### src/hdl/cdtod_pkg.sv
// Shared types, constants and helper functions for the civil date to time of day core.
// Used by cdtod_calc, civil_date_to_time_of_day_core and cdtod_checker.
package cdtod_pkg;

    typedef enum logic [1:0] {
        ST_OK    = 2'd0,
        ST_RANGE = 2'd1,
        ST_SPAN  = 2'd2
    } cdtod_status_t;

    // Input request fields, laid out so that year sits in the lowest bits.
    typedef struct packed {
        logic [15:0] millisecond;
        logic [7:0]  second;
        logic [7:0]  minute;
        logic [7:0]  hour;
        logic [7:0]  day;
        logic [7:0]  month;
        logic [15:0] year;
    } cdtod_in_t;

    typedef struct packed {
        logic [15:0]   days_since_epoch;
        logic [26:0]   day_ms;
        cdtod_status_t status;
    } cdtod_res_t;

    localparam int IN_WIDTH  = 72;
    localparam int OUT_WIDTH = 80;

    localparam logic [15:0] YEAR_MIN       = 16'd1970;
    localparam logic [7:0]  MONTH_MAX      = 8'd12;
    localparam logic [7:0]  DAY_MAX        = 8'd31;
    localparam logic [7:0]  HOUR_MAX       = 8'd23;
    localparam logic [7:0]  MINUTE_MAX     = 8'd59;
    localparam logic [7:0]  SECOND_MAX     = 8'd60;
    localparam logic [15:0] MILLI_MAX      = 16'd999;
    localparam logic [7:0]  MONTH_FEB      = 8'd2;

    localparam logic [26:0] MS_PER_HOUR    = 27'd3600000;
    localparam logic [26:0] MS_PER_MINUTE  = 27'd60000;
    localparam logic [26:0] MS_PER_SECOND  = 27'd1000;
    localparam logic [26:0] MS_DAY_MAX     = 27'd86400999;

    // Day number of 1984-01-01 on the same scale as cdtod_calc.
    localparam logic [24:0] EPOCH_DAY_NUM  = 25'd724581;
    localparam logic [24:0] DAYS_PER_YEAR  = 25'd365;
    localparam logic [28:0] DIV100_MUL     = 29'd5243;
    localparam int          DIV100_SHIFT   = 19;

    // Day of the March-based year on which each month starts.
    function automatic logic [8:0] month_offset(input logic [7:0] month);
        logic [8:0] offs;
        unique case (month)
            8'd3:    offs = 9'd0;
            8'd4:    offs = 9'd31;
            8'd5:    offs = 9'd61;
            8'd6:    offs = 9'd92;
            8'd7:    offs = 9'd122;
            8'd8:    offs = 9'd153;
            8'd9:    offs = 9'd184;
            8'd10:   offs = 9'd214;
            8'd11:   offs = 9'd245;
            8'd12:   offs = 9'd275;
            8'd1:    offs = 9'd306;
            8'd2:    offs = 9'd337;
            default: offs = 9'd0;
        endcase
        return offs;
    endfunction

endpackage

### src/hdl/cdtod_calc.sv
// Combinational range check, day count and millisecond-of-day conversion for one request.
// Depends on cdtod_pkg.
module cdtod_calc
    import cdtod_pkg::*;
(
    input  cdtod_in_t  item,
    output cdtod_res_t result
);

    logic        range_bad;
    logic [15:0] yy;
    logic [28:0] cent_prod;
    logic [9:0]  cent;
    logic [8:0]  doy;
    logic [24:0] day_num;
    logic [24:0] day_rel;
    logic        span_bad;
    logic [26:0] ms_sum;

    assign range_bad = (item.year < YEAR_MIN) || (item.month == 8'd0) ||
                       (item.month > MONTH_MAX) || (item.day == 8'd0) ||
                       (item.day > DAY_MAX) || (item.hour > HOUR_MAX) ||
                       (item.minute > MINUTE_MAX) || (item.second > SECOND_MAX) ||
                       (item.millisecond > MILLI_MAX);

    // January and February count with the previous year.
    assign yy = item.year - ((item.month <= MONTH_FEB) ? 16'd1 : 16'd0);

    // The reciprocal product gives the exact quotient by 100 below 43690; larger years
    // lie so far past the day span that an error of one cannot change the outcome.
    assign cent_prod = 29'(yy) * DIV100_MUL;
    assign cent      = cent_prod[DIV100_SHIFT +: 10];

    assign doy = month_offset(item.month) + 9'(item.day) - 9'd1;

    assign day_num = 25'(yy) * DAYS_PER_YEAR + 25'(yy[15:2]) - 25'(cent)
                   + 25'(cent[9:2]) + 25'(doy);
    assign day_rel  = day_num - EPOCH_DAY_NUM;
    assign span_bad = (day_num < EPOCH_DAY_NUM) || (day_rel[24:16] != 9'd0);

    assign ms_sum = 27'(item.hour) * MS_PER_HOUR + 27'(item.minute) * MS_PER_MINUTE
                  + 27'(item.second) * MS_PER_SECOND + 27'(item.millisecond);

    always_comb
    begin
        result.status           = ST_OK;
        result.day_ms           = '0;
        result.days_since_epoch = '0;
        if (range_bad)
        begin
            result.status = ST_RANGE;
        end
        else if (span_bad)
        begin
            result.status = ST_SPAN;
        end
        else
        begin
            result.day_ms           = ms_sum;
            result.days_since_epoch = day_rel[15:0];
        end
    end

endmodule

### src/hdl/civil_date_to_time_of_day_core.sv
// Top level of the civil date to time of day core: input register, conversion, result register.
// Depends on cdtod_pkg and cdtod_calc.
//
// Usage:
// A request on the s_axis channel carries a UTC date and time. Each request gives exactly
// one result on the m_axis channel with a status, the milliseconds since midnight, the
// days since 1984-01-01 and the producer interval held in the configuration register.
// The user must write the register through cfg_wr_en and cfg_wr_data only while the core is idle;
// the core itself does not enforce this. The request is captured in an input register,
// converted by one pass of logic in cdtod_calc and captured in the result register once
// that register is free. One request is accepted every cycle while results are taken.
// If the receiver holds m_axis_tready low, the result stays on the port and the input
// register keeps one more request; s_axis_tready falls once both are full.
// Reset clears both valid flags and the interval register; no result is pending after it.
module civil_date_to_time_of_day_core
    import cdtod_pkg::*;
(
    input  logic                 clk,
    input  logic                 rst_n,
    input  logic                 cfg_wr_en,
    input  logic [31:0]          cfg_wr_data,
    input  logic                 s_axis_tvalid,
    output logic                 s_axis_tready,
    // year[15:0], month[23:16], day[31:24], hour[39:32], minute[47:40],
    // second[55:48], millisecond[71:56]
    input  logic [IN_WIDTH-1:0]  s_axis_tdata,
    output logic                 m_axis_tvalid,
    input  logic                 m_axis_tready,
    // status[1:0], day_ms[28:2], days_since_epoch[44:29], interval_ms[76:45], zero[79:77]
    output logic [OUT_WIDTH-1:0] m_axis_tdata
);

    logic [31:0] interval_reg;
    logic [31:0] interval_next;
    logic        in_valid_reg;
    logic        in_valid_next;
    cdtod_in_t   in_data_reg;
    cdtod_in_t   in_data_next;
    logic        out_valid_reg;
    logic        out_valid_next;
    cdtod_res_t  out_res_reg;
    cdtod_res_t  out_res_next;
    logic [31:0] out_interval_reg;
    logic [31:0] out_interval_next;
    cdtod_res_t  calc_res;
    logic        out_load;
    logic        in_load;

    cdtod_calc u_calc (
        .item   (in_data_reg),
        .result (calc_res)
    );

    assign out_load      = !out_valid_reg || m_axis_tready;
    assign s_axis_tready = !in_valid_reg || out_load;
    assign in_load       = s_axis_tvalid && s_axis_tready;

    always_comb
    begin
        interval_next     = cfg_wr_en ? cfg_wr_data : interval_reg;
        in_valid_next     = in_valid_reg;
        in_data_next      = in_data_reg;
        out_valid_next    = out_valid_reg;
        out_res_next      = out_res_reg;
        out_interval_next = out_interval_reg;
        if (out_load)
        begin
            out_valid_next    = in_valid_reg;
            out_res_next      = calc_res;
            out_interval_next = interval_reg;
            in_valid_next     = 1'b0;
        end
        if (in_load)
        begin
            in_valid_next = 1'b1;
            in_data_next  = cdtod_in_t'(s_axis_tdata);
        end
    end

    always_ff @(posedge clk or negedge rst_n)
    begin
        if (!rst_n)
        begin
            interval_reg  <= '0;
            in_valid_reg  <= 1'b0;
            out_valid_reg <= 1'b0;
        end
        else
        begin
            interval_reg  <= interval_next;
            in_valid_reg  <= in_valid_next;
            out_valid_reg <= out_valid_next;
        end
    end

    always_ff @(posedge clk)
    begin
        in_data_reg      <= in_data_next;
        out_res_reg      <= out_res_next;
        out_interval_reg <= out_interval_next;
    end

    assign m_axis_tvalid = out_valid_reg;
    assign m_axis_tdata  = {3'b000, out_interval_reg, out_res_reg.days_since_epoch,
                            out_res_reg.day_ms, out_res_reg.status};

endmodule

### config.mk
export PLATFORM = sky130hd
export DESIGN_NAME = civil_date_to_time_of_day_core
export DESIGN_NICKNAME = d
export VERILOG_FILES = /design/src/hdl/cdtod_pkg.sv /design/src/hdl/cdtod_calc.sv /design/src/hdl/civil_date_to_time_of_day_core.sv
export SDC_FILE = /design/constraint.sdc
export NUM_CORES = 1
export LEC_CHECK = 0
export BUFFER_PORTS_ARGS = -buffer_cell sky130_fd_sc_hd__buf_2
export CELL_PAD_IN_SITES_DETAIL_PLACEMENT = 1
export CELL_PAD_IN_SITES_GLOBAL_PLACEMENT = 2
export CORE_ASPECT_RATIO = 1.1
export CORE_UTILIZATION = 44
export CTS_BUF_LIST = sky130_fd_sc_hd__clkbuf_16
export DETAILED_ROUTE_END_ITERATION = 8
export PLACE_DENSITY = 0.88
export SLEW_MARGIN = 20
export SYNTH_ARGS = -nofsm -noshare
export SYNTH_HDL_FRONTEND = slang
export SYNTH_SLANG_ARGS = --single-unit
### constraint.sdc
create_clock -name clk -period 36.3 [get_ports clk]
set_input_delay 10.89 -clock clk [delete_from_list [all_inputs] [get_ports clk]]
set_output_delay 10.89 -clock clk [all_outputs]
set_load 0.01 [all_outputs]
== Yosys cells after proc, flatten, opt, wreduce, memory -nomap -nowiden ==
Memory sizes are Yosys's and may differ from the RTL's. A register that Yosys moved wholly into a read port is not among the register bits.
Index checks and enable logic that the tools add are counted.

* Reductions and logical operators: 20
* Div/mod/pow operators: 0
* Multiplexer cells: 6
* Multiply operators: 5
* $lt $le $gt $ge: 9
* Bitwise operators: 0
* Add/sub/neg operators: 11
* Shift-type cells: 0
* Equality and inequality tests: 0

{| class="wikitable"
|+ Operators by type and width
! kind !! count
|-
| multiplier 16 x 13 -> 29 bit (second input constant) || 1
|-
| adder 27 x 16 -> 27 bit || 1
|-
| adder 27 x 18 -> 27 bit || 1
|-
| adder 27 x 24 -> 27 bit || 1
|-
| adder 25 x 14 -> 25 bit || 1
|-
| adder 25 x 8 -> 25 bit || 1
|-
| adder 25 x 9 -> 25 bit || 1
|-
| less-than comparator 25 x 20 -> 1 bit (second input constant) || 1
|-
| multiplier 16 x 9 -> 25 bit (second input constant) || 1
|-
| subtractor 25 x 10 -> 25 bit || 1
|-
| subtractor 25 x 20 -> 25 bit (second input constant) || 1
|-
| multiplier 8 x 15 -> 20 bit (second input constant) || 1
|-
| multiplier 8 x 11 -> 19 bit (second input constant) || 1
|-
| > comparator 16 x 10 -> 1 bit (second input constant) || 1
|-
| > comparator 8 x 5 -> 1 bit (second input constant) || 2
|-
| > comparator 8 x 6 -> 1 bit (second input constant) || 2
|-
| zero test 8 bit || 2
|-
| less-than comparator 16 x 11 -> 1 bit (second input constant) || 1
|-
| subtractor 16 bit || 1
|-
| multiplier 8 x 7 -> 15 bit (second input constant) || 1
|-
| logical OR 1 bit || 11
|-
| adder 9 x 8 -> 9 bit || 1
|-
| 2-to-1 mux 9 bit || 1
|-
| nonzero test 9 bit || 1
|-
| other kinds (11) || 14
|}

* Memory bits (read-only): 144
* Register bits after elaboration: 183
* Bits in latches: 0
* Bits in writable memories: 0
* Memories: 1

{| class="wikitable"
|+ Memory list
! memory !! depth !! width !! read ports !! clocked after Yosys merged registers in !! write ports !! RTL line !! source
|-
| (name not given) || 16 || 9 || 1 || 1 || 0 || cdtod_pkg.sv:54 || <nowiki>unique case (month)</nowiki>
|}

== Longest topological paths before layout ==
* Word-level depth: 12
* Depth in mapped cells: 52
* Gate-level depth less buffers: 50

== Modules after synthesis ==
A second synthesis with hierarchy kept.

* Cells, all modules: 2122
* Area, all modules: 23152.2 µm²

{| class="wikitable"
|+ Modules (own cells, without submodules)
! module !! sequential area each (µm²) !! area an instance (µm²) !! instances !! cells an instance
|-
| cdtod_calc || 0.0 || 17224.0 || 1 || 1894
|-
| civil_date_to_time_of_day_core || 5325.1 || 5928.2 || 1 || 228
|}

== Worst setup path after synthesis ==
No wires, ideal clock.

* Path type: input to output
* From: input port m_axis_tready
* To: output port s_axis_tready
* Arrival time: 11.104 ns
* Slack: 14.306 ns
* Stages: 1
* Buffers on the path: 0
* Cell sequence: nand3b_1

* Word-level cells in the longest chain between the ends: 2

{| class="wikitable"
|+ RTL lines
! what !! RTL line !! source
|-
| from (decl) || civil_date_to_time_of_day_core.sv:28 || <nowiki>input logic m_axis_tready,</nowiki>
|-
| logical OR 1 bit || civil_date_to_time_of_day_core.sv:54 || <nowiki>assign out_load = !out_valid_reg || m_axis_tready;</nowiki>
|-
| logical OR 1 bit || civil_date_to_time_of_day_core.sv:55 || <nowiki>assign s_axis_tready = !in_valid_reg || out_load;</nowiki>
|-
| to (decl) || civil_date_to_time_of_day_core.sv:23 || <nowiki>output logic s_axis_tready,</nowiki>
|}

Every way passes these cells.

== Worst setup path after layout ==
Ends and elaborated chain as after synthesis.

==> impl_results.md <==
* Main synth FF type: edfxtp_1
* Initial drt markers at 479
* Hold Vio Cnt, Final at 0
* Remaining antenna violation count at 0
* Clock sinks at 192
* R2r worst-path depth at 49
* Area of the core at 51600 um2
* PortBufs at around 190
* Crit share post-route at between 60% and 70%
* EDFF count, synth at around 150
* GRT Util Overall at a little under a quarter
* Mapped Avg Cell Area at between 10 and 15 um2
* Die outline width at ~220 um
* HP Class: flop to flop
* Max Freq at around 45 MHz
* # DRC at 0
* Row count at 87
* # nets final at 3150
* Final min period at approximately 22 ns
* Die Y-Extent at ~240 um
* H-tree levels at 4
* Vias per cell at 5.21
* Total CTS buffers at 17
* Outcome: finished, final reports clean
* CTS tree: done
* TritonRoute pass-1 iters at 7
* Max Slew Vio Count at 0
* Setup TNS at 0 ns
* Area delta synth->final at 10.4%
* Grt total ovfl at 0
* Synth Cell Area at between 20000 and 25000 um2
* CP Launch Type: input pin
* Reg-to-reg startpoint: in_data_reg[20]$_DFFE_PP_
* RSZ-0062 raised after global routing: no
* Initial Util at around 45%
* Slew HR at ~32%
* Number of flip-flops in the largest register at 72
* Clock Latency Late Sink at between 0.4 and 0.5 ns
* Clock root buffer master: clkbuf_16
* Max_cap viols at 0
* Register bit count reported by yosys at around 190
* Area share of the largest cell type after synthesis at between 20 and 25%
* Post_cts resized at 0
* Yosys warnings at 0
* Final WL at between 50000 and 60000 um
* Critical path type: input pin to output pin
* Crit Reg-Reg Endpoint: m_axis_tdata[23]$_SDFFCE_PP0P_
* Clock buffer depth at 2
* Dominant cells by area after synthesis: fa_1, ha_1, edfxtp_1, inv_1, dfrtp_1
* Via count at 15.9k
* Hpwl dp at between 50000 and 60000 um
* Post-Synthesis Cells at ~2.2k
* Largest net degree at the start of global routing at 79
* Required time of the critical path at 25.41 ns
* Crit path launch: m_axis_tready
* Quantity of hold-fixing buffers added after cts at 0
* Die ar. at 53500 um2
* Top sig layer: met5
* Synth unique cells at about 80
* CP max FO at 3
* Routed len/inst at a little under 20 um
* Register area share after synthesis at 23.8%
* Worst-Margin Slew at about 1.0 ns
* Crit end category: output pin
* Setup Viol. Count Final at 0
* CP arrival at 11.35 ns
* Synth area leader: fa_1
* CP Capture Point: s_axis_tready
* I/O pin cnt at ~190
* Routed wl met3 at ~1000 um
* Layout cells sized above 1 at a little over an eighth
* Setup Skew at about 0.019 ns
* Global placer's final weighted congestion at 0.869
* First-pass GRT wire length at 97600 um
* Ys async rst share at between 10% and 20%
* Vias in the first global route at roughly 19k
* Most frequent cell after synthesis: inv_1
* Number of setup buffers added after CTS at 0
* Post-synth top cells: inv_1, ha_1, fa_1
* Reg clk slew, reported paths at 0.09 ns
* Metal-1 WL at about 24000 um
* R2r setup slk at approximately 21 ns
* Antenna violations before repair at 3
* Met2 routed WL at approximately 33000 um
==> stage by stage <==
stage               hold WS (ns)  setup slack (ns)  instances  cell area, um2  utilization, %
floorplan                  0.421             14.31       2183           23200               -
finish                     0.447             14.06       3062           25600            49.5
CTS                        0.447             14.07       3060           25500            49.5
global route               0.464             14.03       3061           25600            49.5
global placement           0.426             14.08       3028           24900            48.3
detailed placement         0.434             14.07       3028           24900            48.3
==> cells in the final DEF (no fill, tap or decap), types with 5 or more instances in the layout <==
master / n
inv_1: 554
nor2_2: 19
nor2b_1: 10
ha_1: 376
dfxtp_1: 9
and2_1: 9
or3_1: 10
a211o_1: 5
o21a_1: 11
fa_1: 285
nand4_1: 9
a21o_1: 35
mux2i_1: 6
or2_2: 11
nand2b_1: 13
xnor2_1: 76
a31oi_1: 13
nand3_1: 18
nand2_1: 53
mux2_2: 33
clkbuf_16: 17
edfxtp_1: 149
nor2_1: 85
a21oi_1: 64
xor2_1: 41
a211oi_1: 12
o21bai_1: 10
buf_4: 16
dfrtp_1: 34
nor4_1: 11
and3_1: 11
o211ai_1: 12
a31o_2: 5
buf_2: 187
nor3_1: 38
o31ai_1: 5
o21ai_0: 47
==> cells by family after synthesis <==
logic type,count (synthesis),synth area share [%]
DFF,192,23.8
xor gates and xnor gates,119,4.56
adders and majority gates,661,45.0
AOI/OAI and AO/OA,269,8.03
buffers and inverters,581,9.65
other,1,0.0162
and+or+nand+nor,318,7.07
muxes,40,1.93
==> worst min-delay path by stage <==
stage	startpoint	end	slack [ns]	depth (start not counted)
floorplan	interval_reg[0]$_DFFE_PN0P_	out_interval_reg[0]$_DFFE_PP_	0.42	0
global placement	interval_reg[30]$_DFFE_PN0P_	out_interval_reg[30]$_DFFE_PP_	0.43	0
detailed placement	interval_reg[30]$_DFFE_PN0P_	out_interval_reg[30]$_DFFE_PP_	0.43	0
CTS	interval_reg[12]$_DFFE_PN0P_	out_interval_reg[12]$_DFFE_PP_	0.45	0
global route	interval_reg[15]$_DFFE_PN0P_	out_interval_reg[15]$_DFFE_PP_	0.46	0
finish	interval_reg[12]$_DFFE_PN0P_	out_interval_reg[12]$_DFFE_PP_	0.45	0
==> layout make-up <==
type	instances	area, um2
clock inverters	15	190
fillers	5794	26000
diodes	2	5.00
multi-input cells	1410	15400
repair buffers	204	1070
inverters	555	2080
flip-flops and latches	192	5510
well taps	667	835
clock buffers	17	425
==> routing by layer <==
metal	up-vias	track usage [%]
li1	7496	-
met1	8175	27.5
met2	181	44.5
met3	87	2.13
met4	4	7.19
met5	-	0
==> critical path, stage by stage <==
cell      delay, ns
buf_2          0.11
nand3b_1       0.19
buf_2          0.17
Power is not shown: default switching activity piles up to over one toggle a cycle in this logic, so the estimate is an artifact.
